### src/design/energy_voice_activity_detector_assert.svh
// Assertion macros used by the voice activity detector controller.
// Each macro expects signals named clk and arst_n in the calling scope.
`ifndef ENERGY_VOICE_ACTIVITY_DETECTOR_ASSERT_SVH
`define ENERGY_VOICE_ACTIVITY_DETECTOR_ASSERT_SVH

// Same-cycle implication, disabled during reset.
`define EVAD_ASSERT_IMP(lbl, pre, post) \
	lbl: assert property (@(posedge clk) disable iff (!arst_n) (pre) |-> (post)) \
		else $error("voice activity detector assertion failed");

// Next-cycle implication, disabled during reset.
`define EVAD_ASSERT_NXT(lbl, pre, post) \
	lbl: assert property (@(posedge clk) disable iff (!arst_n) (pre) |=> (post)) \
		else $error("voice activity detector assertion failed");

`endif

### src/design/evad_pkg.sv
// Shared types and constants of the energy voice activity detector.
// Used by the controller, the datapath and the top level; depends on nothing.
package evad_pkg;

	localparam int SAMPLE_W  = 16;
	localparam int MAG_W     = 17;
	localparam int SQ_W      = 31;
	localparam int SUM_W     = 41;
	localparam int COUNT_W   = 11;
	localparam int REM_W     = 12;
	localparam int MEAN_W    = 31;
	localparam int ROOT_W    = 32;
	localparam int LEVEL_W   = 16;
	localparam int ALPHA_W   = 16;
	localparam int RUN_W     = 8;
	localparam int CFG_IDX_W = 3;
	localparam int CFG_DATA_W = 16;

	localparam int DIV_STEPS  = SUM_W;
	localparam int SQRT_STEPS = 16;
	localparam int STEP_W     = 6;

	localparam logic [RUN_W-1:0]   RUN_MAX   = 8'd255;
	localparam logic [COUNT_W-1:0] COUNT_MAX = 11'd2047;

	localparam logic [ALPHA_W-1:0] ALPHA_ACTIVE_RST = 16'd655;
	localparam logic [ALPHA_W-1:0] ALPHA_IDLE_RST   = 16'd3277;
	localparam logic [LEVEL_W-1:0] DELTA_RST        = 16'd655;
	localparam logic [RUN_W-1:0]   START_RST        = 8'd3;
	localparam logic [RUN_W-1:0]   END_RST          = 8'd10;

	typedef enum logic [CFG_IDX_W-1:0] {
		CFG_ALPHA_ACTIVE    = 3'd0,
		CFG_ALPHA_IDLE      = 3'd1,
		CFG_THRESHOLD_DELTA = 3'd2,
		CFG_START_FRAMES    = 3'd3,
		CFG_END_FRAMES      = 3'd4
	} cfg_index_t;

	typedef struct packed {
		logic load_sample;
		logic square;
		logic accumulate;
		logic div_start;
		logic div_step;
		logic sqrt_start;
		logic sqrt_step;
		logic update_floor;
		logic decide;
	} cmd_t;

	typedef struct packed {
		logic last;
	} status_t;

endpackage

### src/design/evad_datapath.sv
// Datapath of the voice activity detector: accumulator, shift divider,
// bit-pair square root, noise floor update and hysteresis registers.
// Depends on evad_pkg and is sequenced by evad_controller.
module evad_datapath (
	input  logic                              clk,
	input  logic                              arst_n,
	input  evad_pkg::cmd_t                    cmd,
	output evad_pkg::status_t                 status,
	input  logic signed [evad_pkg::SAMPLE_W-1:0] sample,
	input  logic                              last,
	input  logic                              cfg_write,
	input  logic [evad_pkg::CFG_IDX_W-1:0]    cfg_index,
	input  logic [evad_pkg::CFG_DATA_W-1:0]   cfg_data,
	output logic                              voice_active,
	output logic [evad_pkg::LEVEL_W-1:0]      frame_rms,
	output logic [evad_pkg::LEVEL_W-1:0]      noise_level
);

	logic [evad_pkg::ALPHA_W-1:0] alpha_active_q;
	logic [evad_pkg::ALPHA_W-1:0] alpha_idle_q;
	logic [evad_pkg::LEVEL_W-1:0] delta_q;
	logic [evad_pkg::RUN_W-1:0]   start_frames_q;
	logic [evad_pkg::RUN_W-1:0]   end_frames_q;

	logic [evad_pkg::MAG_W-1:0]   mag_q;
	logic                         last_q;
	logic [evad_pkg::SQ_W-1:0]    sq_q;
	logic [evad_pkg::SUM_W-1:0]   sum_q;
	logic [evad_pkg::COUNT_W-1:0] count_q;
	logic [evad_pkg::SUM_W-1:0]   div_q;
	logic [evad_pkg::REM_W-1:0]   rem_q;
	logic [evad_pkg::MEAN_W-1:0]  sv_q;
	logic [evad_pkg::ROOT_W-1:0]  root_q;
	logic [evad_pkg::MEAN_W-1:0]  bit_q;
	logic [evad_pkg::LEVEL_W-1:0] floor_q;
	logic [evad_pkg::RUN_W-1:0]   speech_run_q;
	logic [evad_pkg::RUN_W-1:0]   silence_run_q;
	logic                         voice_q;
	logic                         voice_out_q;
	logic [evad_pkg::LEVEL_W-1:0] rms_out_q;
	logic [evad_pkg::LEVEL_W-1:0] level_out_q;

	logic [evad_pkg::MAG_W-1:0]   mag;
	logic [2*evad_pkg::MAG_W-1:0] sq_full;
	logic [evad_pkg::SUM_W:0]     sum_wide;
	logic [evad_pkg::SUM_W-1:0]   sum_next;
	logic [evad_pkg::REM_W-1:0]   rem_sh;
	logic                         rem_ge;
	logic [evad_pkg::ROOT_W-1:0]  trial;
	logic                         root_ge;
	logic [evad_pkg::LEVEL_W-1:0] rms;
	logic [evad_pkg::ALPHA_W:0]   alpha;
	logic signed [evad_pkg::LEVEL_W:0]    diff;
	logic signed [evad_pkg::ALPHA_W+1:0]  alpha_s;
	logic signed [34:0]                   prod;
	logic signed [34:0]                   mix;
	logic                         speech;
	logic [evad_pkg::RUN_W-1:0]   speech_run;
	logic [evad_pkg::RUN_W-1:0]   silence_run;
	logic                         voice_next;

	function automatic logic [evad_pkg::RUN_W-1:0] sat_inc(input logic [evad_pkg::RUN_W-1:0] v);
		return (v == evad_pkg::RUN_MAX) ? v : v + 1'b1;
	endfunction

	assign mag = sample[evad_pkg::SAMPLE_W-1] ?
		(evad_pkg::MAG_W'(0) - {sample[evad_pkg::SAMPLE_W-1], sample}) :
		{1'b0, sample};
	assign sq_full  = mag_q * mag_q;
	assign sum_wide = {1'b0, sum_q} + {{(evad_pkg::SUM_W+1-evad_pkg::SQ_W){1'b0}}, sq_q};
	assign sum_next = sum_wide[evad_pkg::SUM_W] ? {evad_pkg::SUM_W{1'b1}} :
		sum_wide[evad_pkg::SUM_W-1:0];

	assign rem_sh = {rem_q[evad_pkg::REM_W-2:0], div_q[evad_pkg::SUM_W-1]};
	assign rem_ge = rem_sh >= {1'b0, count_q};

	assign trial   = root_q + {1'b0, bit_q};
	assign root_ge = {1'b0, sv_q} >= trial;
	assign rms     = root_q[evad_pkg::LEVEL_W-1:0];

	assign alpha   = {1'b0, voice_q ? alpha_active_q : alpha_idle_q};
	assign diff    = $signed({1'b0, rms}) - $signed({1'b0, floor_q});
	assign alpha_s = $signed({1'b0, alpha});
	assign prod    = 35'(diff) * 35'(alpha_s);
	assign mix     = $signed({3'b000, floor_q, 16'h0000}) + prod;

	always_comb begin
		speech = ({1'b0, floor_q} + {1'b0, delta_q}) <= {1'b0, rms};
		speech_run  = speech ? sat_inc(speech_run_q) : '0;
		silence_run = speech ? '0 : sat_inc(silence_run_q);
		voice_next  = voice_q;
		if (!voice_q && speech_run >= start_frames_q) begin
			voice_next  = 1'b1;
			silence_run = '0;
		end else if (voice_q && silence_run >= end_frames_q) begin
			voice_next = 1'b0;
			speech_run = '0;
		end
	end

	always_ff @(posedge clk or negedge arst_n) begin
		if (!arst_n) begin
			alpha_active_q <= evad_pkg::ALPHA_ACTIVE_RST;
			alpha_idle_q   <= evad_pkg::ALPHA_IDLE_RST;
			delta_q        <= evad_pkg::DELTA_RST;
			start_frames_q <= evad_pkg::START_RST;
			end_frames_q   <= evad_pkg::END_RST;
		end else if (cfg_write) begin
			unique case (cfg_index)
				evad_pkg::CFG_ALPHA_ACTIVE:    alpha_active_q <= cfg_data;
				evad_pkg::CFG_ALPHA_IDLE:      alpha_idle_q <= cfg_data;
				evad_pkg::CFG_THRESHOLD_DELTA: delta_q <= cfg_data;
				evad_pkg::CFG_START_FRAMES:    start_frames_q <= cfg_data[evad_pkg::RUN_W-1:0];
				evad_pkg::CFG_END_FRAMES:      end_frames_q <= cfg_data[evad_pkg::RUN_W-1:0];
				default: ;
			endcase
		end
	end

	always_ff @(posedge clk or negedge arst_n) begin
		if (!arst_n) begin
			last_q        <= 1'b0;
			sum_q         <= '0;
			count_q       <= '0;
			floor_q       <= '0;
			speech_run_q  <= '0;
			silence_run_q <= '0;
			voice_q       <= 1'b0;
		end else begin
			if (cmd.load_sample) begin
				last_q <= last;
			end
			if (cmd.accumulate) begin
				sum_q <= sum_next;
				if (count_q != evad_pkg::COUNT_MAX) begin
					count_q <= count_q + 1'b1;
				end
			end
			if (cmd.update_floor) begin
				floor_q <= (floor_q == '0) ? rms : mix[31:16];
			end
			if (cmd.decide) begin
				sum_q         <= '0;
				count_q       <= '0;
				speech_run_q  <= speech_run;
				silence_run_q <= silence_run;
				voice_q       <= voice_next;
			end
		end
	end

	always_ff @(posedge clk) begin
		if (cmd.load_sample) begin
			mag_q <= mag;
		end
		if (cmd.square) begin
			sq_q <= sq_full[evad_pkg::SQ_W-1:0];
		end
		if (cmd.div_start) begin
			div_q <= sum_next;
			rem_q <= '0;
		end else if (cmd.div_step) begin
			div_q <= {div_q[evad_pkg::SUM_W-2:0], rem_ge};
			rem_q <= rem_ge ? (rem_sh - {1'b0, count_q}) : rem_sh;
		end
		if (cmd.sqrt_start) begin
			sv_q   <= div_q[evad_pkg::MEAN_W-1:0];
			root_q <= '0;
			bit_q  <= {1'b1, {(evad_pkg::MEAN_W-1){1'b0}}};
		end else if (cmd.sqrt_step) begin
			if (root_ge) begin
				sv_q   <= sv_q - trial[evad_pkg::MEAN_W-1:0];
				root_q <= (root_q >> 1) + {1'b0, bit_q};
			end else begin
				root_q <= root_q >> 1;
			end
			bit_q <= bit_q >> 2;
		end
		if (cmd.decide) begin
			voice_out_q <= voice_next;
			rms_out_q   <= rms;
			level_out_q <= floor_q;
		end
	end

	assign status.last  = last_q;
	assign voice_active = voice_out_q;
	assign frame_rms    = rms_out_q;
	assign noise_level  = level_out_q;

endmodule

### src/design/evad_controller.sv
// Sequencer of the voice activity detector: sample intake, divide and root
// iterations, floor update and the result handshake.
// Depends on evad_pkg and the assertion macro header.
`include "energy_voice_activity_detector_assert.svh"

module evad_controller (
	input  logic              clk,
	input  logic              arst_n,
	input  logic              sample_valid,
	output logic              sample_stall,
	output logic              result_valid,
	input  logic              result_stall,
	input  evad_pkg::status_t status,
	output evad_pkg::cmd_t    cmd
);

	typedef enum logic [2:0] {
		S_IDLE,
		S_SQ,
		S_ACC,
		S_DIV,
		S_ROOT_LD,
		S_SQRT,
		S_MIX,
		S_DEC
	} state_t;

	state_t                       state_q;
	logic [evad_pkg::STEP_W-1:0]  cnt_q;
	logic                         out_valid_q;
	logic                         out_free;

	assign out_free     = !out_valid_q || !result_stall;
	assign sample_stall = (state_q != S_IDLE);
	assign result_valid = out_valid_q;

	always_comb begin
		cmd              = '0;
		cmd.load_sample  = (state_q == S_IDLE) && sample_valid;
		cmd.square       = (state_q == S_SQ);
		cmd.accumulate   = (state_q == S_ACC);
		cmd.div_start    = (state_q == S_ACC) && status.last;
		cmd.div_step     = (state_q == S_DIV);
		cmd.sqrt_start   = (state_q == S_ROOT_LD);
		cmd.sqrt_step    = (state_q == S_SQRT);
		cmd.update_floor = (state_q == S_MIX);
		cmd.decide       = (state_q == S_DEC) && out_free;
	end

	always_ff @(posedge clk or negedge arst_n) begin
		if (!arst_n) begin
			state_q     <= S_IDLE;
			cnt_q       <= '0;
			out_valid_q <= 1'b0;
		end else begin
			if (out_valid_q && !result_stall) begin
				out_valid_q <= 1'b0;
			end
			unique case (state_q)
				S_IDLE: begin
					if (sample_valid) begin
						state_q <= S_SQ;
					end
				end
				S_SQ: state_q <= S_ACC;
				S_ACC: begin
					cnt_q   <= '0;
					state_q <= status.last ? S_DIV : S_IDLE;
				end
				S_DIV: begin
					if (cnt_q == evad_pkg::STEP_W'(evad_pkg::DIV_STEPS - 1)) begin
						state_q <= S_ROOT_LD;
					end
					cnt_q <= cnt_q + 1'b1;
				end
				S_ROOT_LD: begin
					cnt_q   <= '0;
					state_q <= S_SQRT;
				end
				S_SQRT: begin
					if (cnt_q == evad_pkg::STEP_W'(evad_pkg::SQRT_STEPS - 1)) begin
						state_q <= S_MIX;
					end
					cnt_q <= cnt_q + 1'b1;
				end
				S_MIX: state_q <= S_DEC;
				S_DEC: begin
					if (out_free) begin
						out_valid_q <= 1'b1;
						state_q     <= S_IDLE;
					end
				end
				default: state_q <= S_IDLE;
			endcase
		end
	end

	`EVAD_ASSERT_IMP(a_decide_needs_room, cmd.decide, !out_valid_q || !result_stall)
	`EVAD_ASSERT_NXT(a_take_then_square, sample_valid && !sample_stall, state_q == S_SQ)
	`EVAD_ASSERT_IMP(a_div_count_range, state_q == S_DIV, cnt_q < evad_pkg::STEP_W'(evad_pkg::DIV_STEPS))
	`EVAD_ASSERT_NXT(a_decide_shows_word, cmd.decide, out_valid_q)

endmodule

### src/design/energy_voice_activity_detector.sv
// Energy voice activity detector, top level.
// Joins evad_controller and evad_datapath; types and constants from evad_pkg.
//
// Input channel: sample and last with sample_valid / sample_stall. A word is
// taken when sample_valid is high and sample_stall is low. Each sample goes
// through capture, square and accumulate, set by the sequencer, and the next
// sample is taken only once the previous one is accumulated.
// On a sample with last set, result_valid rises after square and accumulate,
// the one-bit-per-cycle divider, the root load and the square root, then the
// noise floor update and the decision. The input stays stalled until that
// decision. Samples without last give no result.
// Output channel: voice_active, frame_rms and noise_level with result_valid /
// result_stall. The result sits in an output register; while the receiver
// stalls, the block keeps taking samples of the next frame and only holds at
// that frame's decision until the register is free.
// Configuration: cfg_index / cfg_data with cfg_valid / cfg_ready, always ready;
// writes are meant for times when the block is idle.
// Reset clears accumulators, noise floor, run counters and voice state and
// restores the register defaults.
module energy_voice_activity_detector (
	input  logic                                 clk,
	input  logic                                 arst_n,
	input  logic                                 sample_valid,
	output logic                                 sample_stall,
	input  logic signed [evad_pkg::SAMPLE_W-1:0] sample,
	input  logic                                 last,
	output logic                                 result_valid,
	input  logic                                 result_stall,
	output logic                                 voice_active,
	output logic [evad_pkg::LEVEL_W-1:0]         frame_rms,
	output logic [evad_pkg::LEVEL_W-1:0]         noise_level,
	input  logic                                 cfg_valid,
	output logic                                 cfg_ready,
	input  logic [evad_pkg::CFG_IDX_W-1:0]       cfg_index,
	input  logic [evad_pkg::CFG_DATA_W-1:0]      cfg_data
);

	evad_pkg::cmd_t    cmd;
	evad_pkg::status_t status;

	assign cfg_ready = 1'b1;

	evad_controller u_ctrl (
		.clk          (clk),
		.arst_n       (arst_n),
		.sample_valid (sample_valid),
		.sample_stall (sample_stall),
		.result_valid (result_valid),
		.result_stall (result_stall),
		.status       (status),
		.cmd          (cmd)
	);

	evad_datapath u_dp (
		.clk          (clk),
		.arst_n       (arst_n),
		.cmd          (cmd),
		.status       (status),
		.sample       (sample),
		.last         (last),
		.cfg_write    (cfg_valid && cfg_ready),
		.cfg_index    (cfg_index),
		.cfg_data     (cfg_data),
		.voice_active (voice_active),
		.frame_rms    (frame_rms),
		.noise_level  (noise_level)
	);

endmodule

### config.mk
export PLATFORM = sky130hd
export DESIGN_NAME = energy_voice_activity_detector
export DESIGN_NICKNAME = d
export VERILOG_FILES = /design/src/design/evad_pkg.sv /design/src/design/evad_datapath.sv /design/src/design/evad_controller.sv /design/src/design/energy_voice_activity_detector.sv
export VERILOG_INCLUDE_DIRS = /design/src /design/src/design
export SDC_FILE = /design/constraint.sdc
export NUM_CORES = 2
export LEC_CHECK = 0
export BUFFER_PORTS_ARGS = -buffer_cell sky130_fd_sc_hd__buf_2
export CORE_MARGIN = 2
export CORE_UTILIZATION = 54
export CTS_BUF_LIST = sky130_fd_sc_hd__clkbuf_2
export DETAILED_ROUTE_END_ITERATION = 8
export PLACE_DENSITY = 0.66
export SLEW_MARGIN = 10
export SYNTH_ARGS = -nofsm -noshare
export SYNTH_HDL_FRONTEND = slang
export SYNTH_SLANG_ARGS = --single-unit
export TNS_END_PERCENT = 30
### constraint.sdc
create_clock -name clk -period 23.6 [get_ports clk]
set_input_delay 0 -clock clk [delete_from_list [all_inputs] [get_ports clk]]
set_output_delay 0 -clock clk [all_outputs]
set_load 0.005 [all_outputs]
==> reports/results.tsv <==
metric	value	unit
drive_above_1_share	0.0945	
critPathArrivalTime	10.88	ns
clock_sinks	371	
cpMaxStageDelayCell	xor2_1	
grtUsageTotal	0.262	
rows	101	
rsz0062_at_grt	false	
yosysTopAreaCell	fa_1	
clkSlewWorstSetupHoldPaths	0.12	ns
clk_latency	1.19	ns
avgSynthCellArea	9.18	um2
powerDensity	162	nW/um2
ir_drop	0.000348	V
grt_pass1_wl	164000	um
nNetsFinal	5558	
slew_viol_final	0	
worst_hold_slack	0.120	ns
wl_per_cell	17.4	um
netlist_top_cells_area	fa_1 (23%), ha_1 (11%), edfxtp_1 (11%), dfrtp_1 (8.4%), inv_1 (7.0%)	
htreeDepth	3	
max_stage_delay	0.87	ns
async_flop_share	0.431	
die-area	78100	um2
drv_cap	0	
synth-edff-count	152	
cts_tree	built	
fmax	0.101	GHz
cpMostUsedCell	fa_1	
postPlaceCellArea	42400	um2
grt_pass1_vias	31300	
hold_class	input port to flop	
antenna_found_initial	12	
synth_seq_cells	371	
overflow	0	
cp-end-kind	flop	
crit_type	flop to flop	
syn-cell-area	41000	um2
fin_crit	9.89	ns
antenna_left	0	
worstPathMaxFanout	11	
finClkSkew	0.138	ns
grt_max_degree	83	
dpl.hpwl	76200	um
drtIter0Drc	1574	
port_buffers	75	
die_y	280	um
root_buffer	clkbuf_2	
drt-total-wl	100000	um
synth-main-ff-cell	edfxtp_1	
startpoint_type	flop	
via_per_inst	5.40	
fin_area	44600	um2
clockBufferDepth	3	
yosysSeqAreaShare	0.239	
syn_inst	4466	
fillers	6740	
fp.dieW	280	um
tns	0	ns
core	75600	um2
ys_types	93	
syn2layout_area_growth	8.83	%
final-hold-violation-count	0	
dr.pass1.iters	5	
yosys_warnings	0	
syn_nets	5358	
slew_headroom	0.192	
worstMarginPinSlew	1.19	ns
leakagePower	21.5	nW
min_period_over_period	0.419	
initial_core_util	0.542	
cts_buffers	101	
outcome	completed	
ios	77	
vias	31000	
drc	0	
setup_viol	0	
synth_top_area_frac	0.234	
place.gp.congestion	0.921	
critPathRequiredTime	24.59	ns
report_power, final:
| group | switching [W] | internal, W | total, W |
|---|---|---|---|
| logic | 0.00304 | 0.00246 | 0.00550 |
| registers | 0.000117 | 0.00113 | 0.00125 |
| clock network | 0.000299 | 0.000184 | 0.000483 |
| total | 0.00345 | 0.00378 | 0.00724 |
flip-flops by register name, indices dropped and copies added, names as in the netlist, 16 cells and up:
| signal | flops |
|---|---|
| u_dp.bit_q | 16 |
| u_dp.sv_q | 31 |
| u_dp.sq_q | 30 |
| u_dp.frame_rms | 16 |
| u_dp.floor_q | 16 |
| u_dp.alpha_active_q | 16 |
| u_dp.root_q | 32 |
| u_dp.div_q | 41 |
| u_dp.noise_level | 16 |
| u_dp.sum_q | 41 |
| u_dp.alpha_idle_q | 16 |
| u_dp.delta_q | 16 |
| u_dp.mag_q | 17 |
cell usage in the layout (no fill, tap or decap), types with 33 or more instances in the layout:
cell           Yosys  routed
ha_1             371     371
nor2b_1           37      36
nor3_1            53      53
nand3_1           85      85
xor2_1            65      65
buf_4              1      47
nor2_1           402     400
a21o_1            68      68
mux2_2            65      65
dfxtp_1           59      59
buf_2              5      74
o21ai_0          235     234
nand2_1          409     408
nand2b_1          69      68
a31oi_1           33      33
edfxtp_1         152     152
dfrtp_1          137     137
clkbuf_2           0     150
fa_1             480     480
a21oi_1          220     220
and2_1            55      55
dlygate4sd3_1      0     116
inv_1            760     759
xnor2_1          176     174
critical path: cells and delay by family, from the launching register on:
family,cells,cell delay [ns]
adder cells (fa/ha/maj),9,4.04
AO/OA/AOI/OAI,9,2.60
flip-flops,1,0.44
buffers and inverters,5,0.30
XOR/XNOR,1,0.87
AND/OR/NAND/NOR,8,1.43
layer usage:
layer | track usage | vias to the layer above | routed length [um]
li1 | - | 15000 | -
met1 | 0.369 | 15100 | 45900
met2 | 0.419 | 730 | 45700
met3 | 0.0398 | 176 | 5370
met4 | 0.0838 | 6 | 2970
met5 | 0 | - | 38
logic make-up after synthesis:
kind of cell | count (synthesis) | synth area share
buffers and inverters | 902 | 0.0834
flip-flops | 371 | 0.239
AO/OA/AOI/OAI | 766 | 0.117
AND/OR/NAND/NOR | 1241 | 0.138
XOR/XNOR | 241 | 0.0515
other | 2 | 0.000183
adder cells (fa/ha/maj) | 851 | 0.348
multiplexers | 92 | 0.0245
final timing paths:
check | startpoint | slack (ns) | cells after the start | end
setup / recovery | u_dp.root_q[0]$_SDFFE_PP0P_ | 13.71 | 32 | u_dp.floor_q[15]$_DFFE_PN0P_
hold / removal | cfg_index[0] | 0.12 | 5 | u_dp.delta_q[0]$_DFFE_PN1P_
setup reg to reg | u_dp.root_q[0]$_SDFFE_PP0P_ | 13.71 | 32 | u_dp.floor_q[15]$_DFFE_PN0P_
hold reg to reg | u_dp.root_q[12]$_SDFFE_PP0P_ | 0.46 | 0 | u_dp.frame_rms[12]$_DFFE_PP_
max in group asynchronous | arst_n | 21.25 | 7 | u_dp.delta_q[12]$_DFFE_PN0P_
min in group asynchronous | arst_n | 0.45 | 5 | u_ctrl.cnt_q[5]$_DFFE_PN0P_
Yosys cell counts (26+ instances only):
cell / count
o21ai_0: 235
mux2i_1: 26
a31oi_1: 33
clkbuf_1: 127
nand2_1: 409
nand3_1: 85
xor2_1: 65
a21o_1: 68
mux2_2: 65
inv_1: 760
nor2b_1: 37
edfxtp_1: 152
fa_1: 480
ha_1: 371
nand2b_1: 69
dfxtp_1: 59
nor2_1: 402
nor3_1: 53
a21oi_1: 220
and2_1: 55
dfrtp_1: 137
xnor2_1: 176
cell type report:
type / count / area, um2 / area share
clock buffers: 150 / 751 / 0.0168
flip-flops and latches: 371 / 9780 / 0.219
inverters: 760 / 2850 / 0.0640
diodes: 9 / 22.5 / 0.000505
multi-input cells: 3193 / 27900 / 0.625
well taps: 978 / 1220 / 0.0274
clock inverters: 38 / 196 / 0.00440
repair buffers: 239 / 1920 / 0.0431
metrics by stage:
step	setup WS, ns	power, W	std cells	util
2_1_floorplan	15.19	0.00566	4466	-
3_3_place_gp	14.22	0.00669	5424	0.562
3_5_place_dp	14.03	0.00677	5424	0.562
4_1_cts	13.84	0.00731	5729	0.590
5_1_grt	13.10	0.00811	5738	0.590
6_report	13.71	0.00724	5738	0.590
timing repair:
action                                 4_1_cts  5_1_grt
hold buffers                               117        0
endpoints found under the hold margin      265        0
resized for setup                            0        0
setup buffers                                0        0
Power figures use the tool's default switching activity.
